## src/rtl/spc_pkg.sv

```systemverilog
// Shared constants, types and the rate band lookup for the sample pacer.
// Used by the core, the serial arithmetic unit and the port checker.
// No dependencies.
package spc_pkg;

	localparam int NOW_W         = 32;
	localparam int RATE_W        = 16;
	localparam int CODE_W        = 4;
	localparam int MS_PER_SECOND = 1000;
	localparam int MS_W          = $clog2(MS_PER_SECOND + 1);
	localparam int PROD_W        = NOW_W + RATE_W;
	localparam int ITER_MAX      = (RATE_W > MS_W) ? RATE_W : MS_W;
	localparam int CNT_W         = $clog2(ITER_MAX + 1);

	localparam logic [RATE_W-1:0] RATE_RESET = {RATE_W{1'b1}};

	// Converter data-rate codes.
	localparam logic [CODE_W-1:0] CODE_UNLIMITED = 4'hF;
	localparam int NUM_BANDS = 9;
	localparam int BAND_LIMIT [NUM_BANDS] = '{5, 10, 20, 40, 80, 160, 320, 640, 1000};

	// Start requests from the core to the arithmetic unit.
	typedef struct packed {
		logic start_mul;
		logic start_div;
	} ar_ctl_t;

	// Status of the arithmetic unit.
	typedef struct packed {
		logic busy;
		logic done;
	} ar_sts_t;

	// Maps the signed rate to the converter's data-rate code.
	function automatic logic [CODE_W-1:0] rate_band(input logic signed [RATE_W-1:0] r);
		logic [CODE_W-1:0] code;
		code = CODE_UNLIMITED;
		if (r != '0) begin
			for (int i = NUM_BANDS - 1; i >= 0; i--) begin
				if (int'(r) <= BAND_LIMIT[i]) begin
					code = CODE_W'(i);
				end
			end
		end
		return code;
	endfunction

endpackage

```

## src/rtl/spc_serial_arith.sv

```systemverilog
// Bit-serial multiplier (32 x 16, one multiplier bit per cycle) and restoring
// divider of MS_PER_SECOND by the rate (one quotient bit per cycle).
// Depends on spc_pkg.
module spc_serial_arith import spc_pkg::*; (
	input  logic                clk,
	input  logic                arst_n,
	input  ar_ctl_t             ctl,
	input  logic [NOW_W-1:0]    op_a,
	input  logic [RATE_W-1:0]   op_b,
	output ar_sts_t             sts,
	output logic [PROD_W-1:0]   product,
	output logic [MS_W-1:0]     quotient
);

	typedef enum logic {MODE_MUL, MODE_DIV} mode_t;

	logic              busy_q;
	logic              done_q;
	mode_t             mode_q;
	logic [CNT_W-1:0]  cnt_q;
	logic [NOW_W-1:0]  a_q;
	logic [RATE_W-1:0] b_q;
	logic [NOW_W:0]    hi_q;
	logic [RATE_W-1:0] lo_q;
	logic [RATE_W-1:0] rem_q;
	logic [MS_W-1:0]   dvd_q;
	logic [MS_W-1:0]   quo_q;

	logic [NOW_W:0]    mul_sum;
	logic [RATE_W-1:0] trial;
	logic              fits;
	logic              last_iter;

	// One shift-add step and one trial-subtract step.
	always_comb begin
		mul_sum   = hi_q + (lo_q[0] ? {1'b0, a_q} : '0);
		trial     = {rem_q[RATE_W-2:0], dvd_q[MS_W-1]};
		fits      = (trial >= b_q);
		last_iter = (mode_q == MODE_MUL) ? (cnt_q == CNT_W'(RATE_W - 1))
		                                 : (cnt_q == CNT_W'(MS_W - 1));
	end

	// Sequencing: step counter, busy flag and a done pulse after the last step.
	always_ff @(posedge clk or negedge arst_n) begin
		if (!arst_n) begin
			busy_q <= 1'b0;
			done_q <= 1'b0;
			mode_q <= MODE_MUL;
			cnt_q  <= '0;
		end else begin
			done_q <= 1'b0;
			if (ctl.start_mul) begin
				busy_q <= 1'b1;
				mode_q <= MODE_MUL;
				cnt_q  <= '0;
			end else if (ctl.start_div) begin
				busy_q <= 1'b1;
				mode_q <= MODE_DIV;
				cnt_q  <= '0;
			end else if (busy_q) begin
				cnt_q <= cnt_q + 1'b1;
				if (last_iter) begin
					busy_q <= 1'b0;
					done_q <= 1'b1;
				end
			end
		end
	end

	// Datapath shift registers.
	always_ff @(posedge clk) begin
		if (ctl.start_mul) begin
			a_q  <= op_a;
			hi_q <= '0;
			lo_q <= op_b;
		end else if (ctl.start_div) begin
			b_q   <= op_b;
			rem_q <= '0;
			dvd_q <= MS_W'(MS_PER_SECOND);
			quo_q <= '0;
		end else if (busy_q) begin
			if (mode_q == MODE_MUL) begin
				hi_q <= {1'b0, mul_sum[NOW_W:1]};
				lo_q <= {mul_sum[0], lo_q[RATE_W-1:1]};
			end else begin
				rem_q <= fits ? (trial - b_q) : trial;
				quo_q <= {quo_q[MS_W-2:0], fits};
				dvd_q <= {dvd_q[MS_W-2:0], 1'b0};
			end
		end
	end

	assign sts.busy = busy_q;
	assign sts.done = done_q;
	assign product  = {hi_q[NOW_W-1:0], lo_q};
	assign quotient = quo_q;

endmodule

```

## src/rtl/sample_pacer_with_catchup_core.sv

```systemverilog
// Top level of the sample pacer: timestamp state, rate register, control FSM.
// Depends on spc_pkg and spc_serial_arith.
//
// channel   direction  handshake              payload
// in        input      in_valid / in_ready    now_ms, restart
// out       output     out_valid / out_ready  due, rate_code
// cfg       input      cfg_we                 cfg_wdata (sample_rate)
//
// A beat that needs no arithmetic (restart, unlimited rate, time not past the
// timestamp) goes straight to ST_FIN, which loads the result register. Otherwise
// it waits for the 16-step serial multiply, and also for the 10-step divide for
// the catch-up step when that follows. One beat is in work at a time.
// Reset sets the rate to -1 and the timestamp to zero. A held result does not
// block the work on the next beat until that result is ready to go out.
module sample_pacer_with_catchup_core import spc_pkg::*; (
	input  logic              clk,
	input  logic              arst_n,
	input  logic              cfg_we,
	input  logic [RATE_W-1:0] cfg_wdata,
	input  logic              in_valid,
	output logic              in_ready,
	input  logic [NOW_W-1:0]  now_ms,
	input  logic              restart,
	output logic              out_valid,
	input  logic              out_ready,
	output logic              due,
	output logic [CODE_W-1:0] rate_code
);

	typedef enum logic [1:0] {ST_IDLE, ST_MUL, ST_DIV, ST_FIN} state_t;

	state_t                   state_q;
	logic signed [RATE_W-1:0] sample_rate_q;
	logic [NOW_W-1:0]         last_q;
	logic [NOW_W-1:0]         now_q;
	logic [NOW_W-1:0]         elapsed_q;
	logic                     pend_due_q;
	logic                     out_valid_q;
	logic                     due_q;
	logic [CODE_W-1:0]        rate_code_q;

	ar_ctl_t                  ctl;
	ar_sts_t                  sts;
	logic [PROD_W-1:0]        product;
	logic [MS_W-1:0]          quotient;

	logic                     accept;
	logic                     load_out;
	logic                     rate_neg;
	logic [RATE_W-1:0]        rate_mag;
	logic [NOW_W-1:0]         elapsed_now;
	logic [NOW_W-1:0]         op_a;
	logic [RATE_W-1:0]        op_b;
	logic                     beyond_twice;
	logic                     beyond_once;
	logic                     below_once;
	logic                     below_twice;

	// Operand selection and the compares made when the product is ready.
	always_comb begin
		accept       = in_valid && in_ready;
		load_out     = (state_q == ST_FIN) && (!out_valid_q || out_ready);
		rate_neg     = sample_rate_q[RATE_W-1];
		rate_mag     = ~sample_rate_q + 1'b1;
		elapsed_now  = now_ms - last_q;
		op_a         = rate_neg ? NOW_W'(MS_PER_SECOND) : elapsed_now;
		op_b         = rate_neg ? rate_mag : sample_rate_q;
		beyond_twice = ((PROD_W + 1)'(elapsed_q) > {product, 1'b0});
		beyond_once  = (PROD_W'(elapsed_q) > product);
		below_once   = (product < PROD_W'(MS_PER_SECOND));
		below_twice  = (product < PROD_W'(2 * MS_PER_SECOND));
		ctl.start_mul = accept && !restart && (sample_rate_q != '0) && (now_ms > last_q);
		ctl.start_div = (state_q == ST_MUL) && sts.done && !rate_neg && !below_twice;
	end

	spc_serial_arith u_arith (
		.clk      (clk),
		.arst_n   (arst_n),
		.ctl      (ctl),
		.op_a     (op_a),
		.op_b     (op_b),
		.sts      (sts),
		.product  (product),
		.quotient (quotient)
	);

	// Control FSM with the timestamp, rate register and result register.
	always_ff @(posedge clk or negedge arst_n) begin
		if (!arst_n) begin
			state_q       <= ST_IDLE;
			sample_rate_q <= RATE_RESET;
			last_q        <= '0;
			now_q         <= '0;
			elapsed_q     <= '0;
			pend_due_q    <= 1'b0;
			out_valid_q   <= 1'b0;
			due_q         <= 1'b0;
			rate_code_q   <= '0;
		end else begin
			if (cfg_we) begin
				sample_rate_q <= cfg_wdata;
			end
			// A new result beat takes the output register; otherwise a taken beat leaves it.
			if (load_out) begin
				out_valid_q <= 1'b1;
			end else if (out_ready) begin
				out_valid_q <= 1'b0;
			end
			case (state_q)
				ST_IDLE: begin
					if (accept) begin
						now_q     <= now_ms;
						elapsed_q <= elapsed_now;
						if (restart) begin
							last_q     <= now_ms;
							pend_due_q <= 1'b0;
							state_q    <= ST_FIN;
						end else if (sample_rate_q == '0) begin
							pend_due_q <= 1'b1;
							state_q    <= ST_FIN;
						end else if (now_ms <= last_q) begin
							pend_due_q <= 1'b0;
							state_q    <= ST_FIN;
						end else begin
							state_q <= ST_MUL;
						end
					end
				end
				ST_MUL: begin
					if (sts.done) begin
						if (rate_neg) begin
							// Product is the interval in milliseconds.
							if (beyond_twice) begin
								last_q     <= last_q + product[NOW_W-1:0];
								pend_due_q <= 1'b1;
							end else if (beyond_once) begin
								last_q     <= now_q;
								pend_due_q <= 1'b1;
							end else begin
								pend_due_q <= 1'b0;
							end
							state_q <= ST_FIN;
						end else if (below_once) begin
							pend_due_q <= 1'b0;
							state_q    <= ST_FIN;
						end else if (below_twice) begin
							last_q     <= now_q;
							pend_due_q <= 1'b1;
							state_q    <= ST_FIN;
						end else begin
							state_q <= ST_DIV;
						end
					end
				end
				ST_DIV: begin
					// At least two intervals behind: advance by one step.
					if (sts.done) begin
						last_q     <= last_q + NOW_W'(quotient);
						pend_due_q <= 1'b1;
						state_q    <= ST_FIN;
					end
				end
				ST_FIN: begin
					if (load_out) begin
						due_q       <= pend_due_q;
						rate_code_q <= rate_band(sample_rate_q);
						state_q     <= ST_IDLE;
					end
				end
				default: begin
					state_q <= ST_IDLE;
				end
			endcase
		end
	end

	assign in_ready  = (state_q == ST_IDLE) && !sts.busy;
	assign out_valid = out_valid_q;
	assign due       = due_q;
	assign rate_code = rate_code_q;

endmodule

```

## config.mk

```make
export PLATFORM = sky130hd
export DESIGN_NAME = sample_pacer_with_catchup_core
export DESIGN_NICKNAME = d
export VERILOG_FILES = /design/src/rtl/spc_pkg.sv /design/src/rtl/spc_serial_arith.sv /design/src/rtl/sample_pacer_with_catchup_core.sv
export SDC_FILE = /design/constraint.sdc
export NUM_CORES = 1
export LEC_CHECK = 0
export BUFFER_PORTS_ARGS = -buffer_cell sky130_fd_sc_hd__buf_2
export CAP_MARGIN = 20
export CORE_MARGIN = 3
export CORE_UTILIZATION = 50
export CTS_BUF_LIST = sky130_fd_sc_hd__clkbuf_4 sky130_fd_sc_hd__clkbuf_8 sky130_fd_sc_hd__clkbuf_16
export CTS_CLUSTER_DIAMETER = 60
export DETAILED_ROUTE_END_ITERATION = 6
export PLACE_DENSITY = 0.65
export SLEW_MARGIN = 20
export SYNTH_ARGS = -nofsm -noshare
export SYNTH_HDL_FRONTEND = slang
export SYNTH_SLANG_ARGS = --single-unit
```

## constraint.sdc

```tcl
create_clock -name clk -period 5.2 [get_ports clk]
set_clock_uncertainty 0.1 [all_clocks]
set_input_delay 0.52 -clock clk [delete_from_list [all_inputs] [get_ports clk]]
set_output_delay 0.52 -clock clk [all_outputs]
set_load 0.01 [all_outputs]
```

# [Yosys cells after proc, flatten, opt, wreduce, memory -nomap -nowiden]
# Cells that the tools add are included.
[word_totals] ff_bits=260 inputBits=54 out_inout_bits=7
[op_classes] n_addsub=7 magnitude_cmp=16 eq_ne=17 mux=72 n_bitwise=4 reduce_logical=34
[op_table] operator="$mux W32" n=10
[op_table] operator="$pmux W32 S3" n=1
[op_table] operator="$mux W16" n=5
[op_table] operator="$gt A32 B49 Y1" n=1
[op_table] operator="$gt A32 B48 Y1" n=1
[op_table] operator="$lt A48 B10 Y1 const B" n=1
[op_table] operator="$lt A48 B11 Y1 const B" n=1
[op_table] operator="$mux W15" n=3
[op_table] operator="$mux W10" n=4
[op_table] operator="$mux W4" n=9
[op_table] operator="$add A32 B33 Y33" n=1
[op_table] operator="$add A32 B10 Y32" n=1
[op_table] operator="$add A32 B32 Y32" n=1
[op_table] operator="$gt A32 B32 Y1" n=1
[op_table] operator="$le A16 B11 Y1 const B" n=2
[op_table] operator="$le A32 B32 Y1" n=1
[op_table] operator="$sub A32 B32 Y32" n=1
[op_table] operator="$mux W1" n=27
[op_table] operator="$add A16 B1 Y16 const B" n=1
[op_table] operator="$ge A16 B16 Y1" n=1
[op_table] operator="$le A16 B10 Y1 const B" n=1
[op_table] operator="$le A16 B4 Y1 const B" n=1
[op_table] operator="$le A16 B5 Y1 const B" n=1
[op_table] operator="$le A16 B6 Y1 const B" n=1
[op_table] operator="other kinds (32)" n=73

# [Logic depth before layout (Yosys ltp)]
# Gate-level depths: netlist of run 1.
[depth] ltp_word=11 depth_mapped=13 mapped_depth_nobuf=13

# [By module]
# From an unflattened synthesis of run 1, not the netlist that was laid out.
[unflattened] hier_cells=2250 hier_area_um2=19682.6
[modules_own_cells] mod="sample_pacer_with_catchup_core" n_inst=1 cells_per_inst=1517 area_per_inst_um2=12097.9 seq_area_each_um2=3047.9
[modules_own_cells] mod="spc_serial_arith" n_inst=1 cells_per_inst=733 area_per_inst_um2=7584.8 seq_area_each_um2=3723.6

# [Least setup slack after synthesis of run 1]
# OpenSTA, ideal clock, no wires.
[synth_path] kind="in2reg" from="input port now_ms[0]" to="register u_arith.dvd_q[3] (enable)" setup_time_ps=388 arrival_time_ps=3617 t_required_ps=4712 path_slack_ps=1096 cell_stages=12 path_buffers=1 path_cell_list="inv_1 > ha_1 > fa_1 > nor2b_1 > o31a_1 > o31a_1 > o22ai_2 > o211a_1 > o21ai_1 > buf_6 > nor2_1 > a21o_1"
[synth_between] elab_chain_cells=4
[synth_lines] item="start: declaration" line_no="sample_pacer_with_catchup_core.sv:22" rtl="input logic [NOW_W-1:0] now_ms,"
[synth_lines] item="$gt A32 B32 Y1" line_no="sample_pacer_with_catchup_core.sv:72" rtl="ctl.start_mul = accept && !restart && (sample_rate_q != '0) && (now_ms > last_q);"
[synth_lines] item="$logic_and A1 B1 Y1" line_no="sample_pacer_with_catchup_core.sv:72"
[synth_lines] item="$not A1 Y1 (no line)"
[synth_lines] item="$reduce_and A3 Y1 (no line)"
[synth_lines] item="end signal: assignment" line_no="spc_serial_arith.sv:79" rtl="dvd_q <= MS_W'(MS_PER_SECOND);"
[synth_lines] item="end signal: assignment" line_no="spc_serial_arith.sv:88" rtl="dvd_q <= {dvd_q[MS_W-2:0], 1'b0};"
[synth_lines] item="end: declaration" line_no="spc_serial_arith.sv:26" rtl="logic [MS_W-1:0] dvd_q;"
# No other way between the ends.
# A chain may end at the register's enable or synchronous reset.

# [Final worst setup path of run 1]
[layout_path] from="register u_arith.lo_q[1]" to="register last_q[8]"
[layout_between] elab_chain_cells=5
[layout_lines] item="start: declaration" line_no="spc_serial_arith.sv:24" rtl="logic [RATE_W-1:0] lo_q;"
[layout_lines] item="start signal: assignment" line_no="spc_serial_arith.sv:75" rtl="lo_q <= op_b;"
[layout_lines] item="start signal: assignment" line_no="spc_serial_arith.sv:84" rtl="lo_q <= {mul_sum[0], lo_q[RATE_W-1:1]};"
[layout_lines] item="$gt A32 B49 Y1 or $add A32 B32 Y32 (tied branches)" line_no="sample_pacer_with_catchup_core.sv:68, sample_pacer_with_catchup_core.sv:134"
[layout_lines] item="$mux W32" line_no="sample_pacer_with_catchup_core.sv:133" rtl="if (beyond_twice) begin"
[layout_lines] item="$mux W32" line_no="sample_pacer_with_catchup_core.sv:131" rtl="if (rate_neg) begin"
[layout_lines] item="$mux W32" line_no="sample_pacer_with_catchup_core.sv:130" rtl="if (sts.done) begin"
[layout_lines] item="$pmux W32 S3" line_no="sample_pacer_with_catchup_core.sv:109" rtl="case (state_q)"
[layout_lines] item="end signal: assignment" line_no="sample_pacer_with_catchup_core.sv:115" rtl="last_q <= now_ms;"
[layout_lines] item="end signal: assignment" line_no="sample_pacer_with_catchup_core.sv:134" rtl="last_q <= last_q + product[NOW_W-1:0];"
[layout_lines] item="end signal: assignment" line_no="sample_pacer_with_catchup_core.sv:137" rtl="last_q <= now_q;"
[layout_lines] item="end: declaration" line_no="sample_pacer_with_catchup_core.sv:34" rtl="logic [NOW_W-1:0] last_q;"
# Parallel ways exist; a longest one is shown, timed or not. The select of a mux whose other input is x is not followed.

==> metrics.cfg, run 1 <==
[floorplan]
io_pins = 61
core-area_mm2 = 0.0381
die_height_um = 204
die_x_um = 204
die-area_mm2 = 0.0415
core.rowCount = 71
initial_core_util_pct = 51.3

[drt]
routed_wl_um = 59200
drc = 0
vias = 17000
drt-wirelength-per-cell_um = 21.4
drt_iter0_drc = 1335
ant_nets = 0
routed_via_density = 6.13
dr.pass1.iters = 5

[layout]
n_antenna_cell = 0
nNetsFinal = 2485
multi_input_area_mm2 = 0.0120
final_common_cell = nand2_1
seq_area_mm2 = 0.00677
finalNonFillerCells = 2772
area_growth_pct = 10.6
layout_common_cells = nand2_1 (218), ha_1 (193), nor2_1 (182), a21oi_1 (152), o21ai_0 (128)
drive_gt1_share_pct = 11.6
fillerInstances = 3440

[worst_setup_path]
crit_type = reg2reg
crit_arrival_ns = 4.50
cp_slowest_cell = a31oi_4
end_kind = flop
crit_required_ns = 5.54
crit_buf_inv = 2
crit_family = compound AO/OA/AOI/OAI gates
crit_chain = inv_1 -> ha_1 -> nor2b_1 -> o211ai_1 -> a21boi_0 -> a211o_1 -> a31oi_2 -> o21ai_1 -> a31oi_4 -> buf_4 -> nor2_1 -> a22o_1
worstPathMaxFanout = 25
critPathLaunchType = flop
cpPeakStageDelay_ns = 0.73

[sta]
final-setup-viol-count = 0
fmax_ghz = 0.240
hold_viol = 0
rsz0062_at_grt = no
setup-tns-final_ns = 0
post-route-period-util_pct = 80.1
layout_min_cycle_time_ns = 4.17
worstMarginPinSlew_ns = 0.975
slew_viol_final = 0
relSlewSlack_pct = 34.5
whs_ns = 0.0855

[synthesis]
ys_warn_count = 0
synth_nets = 2449
synth_area_leader_cell = edfxtp_1
ys_types = 97
synthFlopType = dfrtp_1
syn-instance-count = 2197
synth_edf_count = 96
avgSynthCellArea_um2 = 8.90
synth_area_mm2 = 0.0196
async_flop_share_pct = 50.2
ys_ff_latch = 257
synthTopCellsByArea = edfxtp_1 (15%), dfrtp_1 (14%), ha_1 (12%), nand2_1 (4.2%), xnor2_1 (4.1%)
synth_top_area_share_pct = 14.7
ys_seq_area_share_pct = 34.6

[global_routing]
grt_pass1_vias = 16353
grt_max_degree = 89
grtUsageTotal_pct = 28.4
overflow = 0
antenna_found_initial = 1
grt_pass1_wl_um = 92800

[clock_tree]
cts_max_path_buffers = 3
htree_num_levels = 2
insertion_delay_ns = 0.55
postCtsSetupBuffers = 0
cts_tree = done
clockRootBuffer = clkbuf_16
clk_pin_slew_ns = 0.06
cts_sinks = 257
cts_buffers = 36

[hold_path]
holdCritPathClass = in2reg

[pwr]
power_density_mw_per_mm2 = 238
p_leak_nw = 9.44
max-vdd-ir-drop_mv = 0.273

[run_status]
outcome = finished, final reports clean

[flow_run]
cap_violations = 0

[placed_design]
gp_congestion = 0.953
placed_cells = 2705
dp_hpwl_um = 44800
port_buffers = 60

## per-layer routing
metal  wire, um  track usage (%)  vias to the layer above  share of wire (%)
met4       1860             8.53                        2                3.1
li1           -                -                     8111                  -
met3       3810             3.94                      124                6.4
met5         12                0                        -              0.020
met2      25900             43.3                      567                 44
met1      27600             42.1                     8196                 47
## logic make-up after synthesis
logic type / count (synthesis) / share of synthesized area, %
fa+ha+maj: 198 / 12.9
compound gates: 603 / 20.4
xor+xnor: 125 / 5.60
simple gates: 729 / 18.2
flops: 257 / 34.6
mux: 70 / 3.95
buf+inv: 215 / 4.43
## synthesized netlist by cell type, types with 28 or more instances
library cell	instances
ha_1	193
o21ai_0	128
dfxtp_1	32
inv_1	123
edfxtp_1	96
nor3_1	53
nand2_1	218
o21ai_1	28
xnor2_1	91
a21oi_1	152
mux2_2	53
nor2_1	182
nand3_1	34
xor2_1	34
dfrtp_1	113
nand4_1	38
a21o_1	51
and2_1	50
clkbuf_1	65
## sequential cells by signal (all words and copies together), names as in the netlist, 2 cells and up
signal and flops:
sample_rate_q 16, u_arith.quotient 10, rate_code 4, u_arith.cnt_q 5, u_arith.dvd_q 7, last_q 32, u_arith.a_q 32, now_q 32
u_arith.hi_q 32, u_arith.b_q 16, elapsed_q 32, u_arith.lo_q 16, state_q 2, u_arith.rem_q 15
## power by group
part / internal [mW] / leakage, nW / switching (mW) / total [mW]
registers: 2.13 / 2.79 / 0.0293 / 2.16
logic: 0.119 / 6.03 / 0.238 / 0.356
clock network: 1.60 / 0.619 / 1.03 / 2.62
## through the flow
step | area (um2) | power (mW) | util [%] | setup slack, ns
6_report | 21600 | 5.14 | 56.7 | 1.03
5_1_grt | 21600 | 5.29 | 56.7 | 0.756
4_1_cts | 21600 | 5.18 | 56.7 | 1.09
3_5_place_dp | 20400 | 2.54 | 53.4 | 1.13
3_3_place_gp | 20400 | 2.54 | 53.4 | 1.17
2_1_floorplan | 19600 | 2.39 | - | 1.10
## what timing repair did
item | 4_1_cts | 5_1_grt
resized for setup | 0 | 0
hold buffers | 1 | 0
endpoints found under the setup margin | 0 | 0
endpoints found under the hold margin | 29 | 0
## tightest hold or removal path, stage by stage
cell     delay, ns
buf_2         0.07
nand2_1       0.04
o21ai_0       0.06
## final timing paths
check | start | depth (start not counted) | slack [ns] | endpoint
setup / recovery | u_arith.lo_q[1] | 12 | 1.03 | last_q[8]
hold / removal | cfg_wdata[6] | 3 | 0.09 | sample_rate_q[6]
setup reg to reg | u_arith.lo_q[1] | 12 | 1.03 | last_q[8]
hold reg to reg | u_arith.hi_q[21] | 2 | 0.38 | u_arith.hi_q[21]
max in group asynchronous | arst_n | 3 | 3.31 | sample_rate_q[11]
min in group asynchronous | arst_n | 2 | 0.53 | now_q[29]
## layout make-up
cell class	count	share of cell area [%]
multi-input cells	1725	55.3
repair buffers	88	2.40
clock buffers	42	4.62
clock inverters	24	1.24
flip-flops and latches	257	31.3
well taps	511	2.96
inverters	125	2.17
Power figures use the tool's default switching activity.
==> inputs of run 2 (changes only) <==
clock period = 4 ns   (was 5.2 ns; I/O delays follow)
==> run 2 against run 1 <==
Net effect: power grew 30%; global-route usage is essentially flat; critical path depth is the same; sequential share of layout area shrank 0.53 points; core utilization grew 0.98 points; final cell count grew 1.4%; combinational power grew 29%; fmax grew 9.8%; cell area grew 1.7%; register-to-register slack lost 0.83 ns; clock-buffer cell count grew 7; sequential power grew 30%; critical endpoint is now last_q[17].
==> metrics.cfg, run 2 (synthesis gave the netlist of run 1 again) <==
[layout]
area_growth_pct = 12.5  ; was 10.6%
finalNonFillerCells = 2811  ; was 2772
n_antenna_cell = 0  ; unchanged
final_common_cell = nand2_1  ; unchanged
finish.utilization_pct = 57.7  ; was 56.7%
drive_gt1_share_pct = 12.6  ; was 11.6%
layout_common_cells = nand2_1 (218), ha_1 (193), nor2_1 (182), a21oi_1 (152), o21ai_0 (128)  ; unchanged
nNetsFinal = 2523  ; was 2485

[floorplan]
core.rowCount = 71  ; unchanged
io_pins = 61  ; unchanged
die_x_um = 204  ; unchanged
die_height_um = 204  ; unchanged
core-area_mm2 = 0.0381  ; unchanged
initial_core_util_pct = 51.3  ; unchanged
die-area_mm2 = 0.0415  ; unchanged

[clock_tree]
cts_max_path_buffers = 3  ; unchanged
insertion_delay_ns = 0.55  ; about the same
clockRootBuffer = clkbuf_16  ; unchanged
cts_tree = done  ; unchanged
cts_sinks = 257  ; unchanged
postCtsSetupBuffers = 0  ; unchanged
cts_buffers = 38  ; was 36
htree_num_levels = 2  ; unchanged
clk_pin_slew_ns = 0.06  ; about the same

[flow_run]
cap_violations = 0  ; unchanged

[pwr]
power_density_mw_per_mm2 = 304  ; was 238 mW/mm2
max-vdd-ir-drop_mv = 0.275  ; was 0.273 mV
p_leak_nw = 9.65  ; was 9.44 nW
p_total_mw = 6.68  ; was 5.14 mW

[placed_design]
dp_hpwl_um = 45300  ; was 44800 um
port_buffers = 60  ; unchanged
placed_cells = 2725  ; was 2705
gp_congestion = 0.954  ; was 0.953

[worst_setup_path]
crit_type = reg2reg  ; unchanged
critPathLaunchType = flop  ; unchanged
worstPathMaxFanout = 21  ; was 25
crit_arrival_ns = 4.10  ; was 4.50 ns
crit_required_ns = 4.30  ; was 5.54 ns
end_kind = flop  ; unchanged

[drt]
dr.pass1.iters = 5  ; unchanged
drt_iter0_drc = 1538  ; was 1335
drc = 0  ; unchanged
drt-wirelength-per-cell_um = 21.3  ; was 21.4 um
routed_wl_um = 59800  ; was 59200 um
routed_via_density = 6.12  ; was 6.13
vias = 17192  ; was 17000
ant_nets = 0  ; unchanged

[sta]
post-route-period-util_pct = 94.9  ; was 80.1%
worstMarginPinSlew_ns = 1.05  ; was 0.975 ns
relSlewSlack_pct = 30.2  ; was 34.5%
layout_min_cycle_time_ns = 3.79  ; was 4.17 ns
hold_viol = 0  ; unchanged
rsz0062_at_grt = no  ; unchanged
slew_viol_final = 0  ; unchanged
fmax_ghz = 0.264  ; was 0.240 GHz
setup-tns-final_ns = 0  ; unchanged
final-setup-viol-count = 0  ; unchanged
whs_ns = 0.0313  ; was 0.0855 ns

[global_routing]
grt_max_degree = 97  ; was 89
grt_pass1_vias = 16298  ; was 16353
overflow = 0  ; unchanged
antenna_found_initial = 1  ; unchanged
grtUsageTotal_pct = 28.4  ; about the same
grt_pass1_wl_um = 92400  ; was 92800 um

[run_status]
outcome = finished, final reports clean  ; unchanged

[hold_path]
holdCritPathClass = in2reg  ; unchanged

run 2: cell count changes in the layout (fill, tap and decap cells not counted), moves of 2 or more:
cell           before  now
clkinv_1            4    1
buf_4              27   45
clkinv_2            5    3
bufinv_16           4    1
clkinv_4            2    5
inv_8               1    3
clkbuf_8            0    4
clkbuf_16          39   41
dlygate4sd3_1       1   17
run 2: report_power, final:
part           switching [mW]  internal, mW  total [mW]
Clock                    1.35          2.07        3.42
Sequential             0.0415          2.77        2.81
Combinational           0.294         0.167       0.461
Total                    1.69          5.00        6.68
run 2: worst paths after layout:
path	startpoint	end	slack, ns	cells after the start
worst min register to register	u_arith.hi_q[24]	u_arith.hi_q[24]	0.37	2
min in group asynchronous	arst_n	now_q[20]	0.34	2
worst max register to register	u_arith.hi_q[13]	last_q[17]	0.21	12
worst max-delay path	u_arith.hi_q[13]	last_q[17]	0.21	12
worst min-delay path	now_ms[2]	now_q[2]	0.03	2
max in group asynchronous	arst_n	u_arith.cnt_q[4]	2.48	3
run 2: timing repair:
item / CTS / global route
endpoints found under the setup margin: 0 / 4
hold buffers: 17 / 0
gates resized for setup: 0 / 2
endpoints found under the hold margin: 73 / 0
run 2: critical path, stage by stage, from the launching register on:
cell and delay (ns):
dfxtp_1 0.56, inv_1 0.13, ha_1 0.31, nand4b_1 0.20
nor4_2 0.30, nor3b_4 0.36, a31oi_2 0.17, buf_4 0.24
nor2_4 0.11, buf_4 0.34, nor2_1 0.18, a222oi_1 0.41
o221ai_1 0.19
run 2: cell type report:
type / instances / area, um2
fill: 3366 / 16100
inverter: 125 / 469
sequential: 257 / 6770
clock buffer: 49 / 1110
tap: 511 / 639
clock inverter: 20 / 188
timing repair buffer: 124 / 846
multi-input combinational: 1725 / 12000
run 2: metrics by stage:
step / worst slack, ns / cell area, um2
final: 0.205 / 22000
after global routing: 0.0752 / 22000
after CTS: 0.112 / 22000
after detailed placement: 0.148 / 20500
after global placement: 0.211 / 20500
after floorplan: 0.0155 / 19600
run 2: per-layer routing:
layer	vias to the layer above	global-route usage [%]	part of all wire, %
li1	8178	-	-
met1	8233	40.8	45
met2	647	44.3	45
met3	132	4.72	7.1
met4	2	8.31	2.9
met5	-	0	0.015
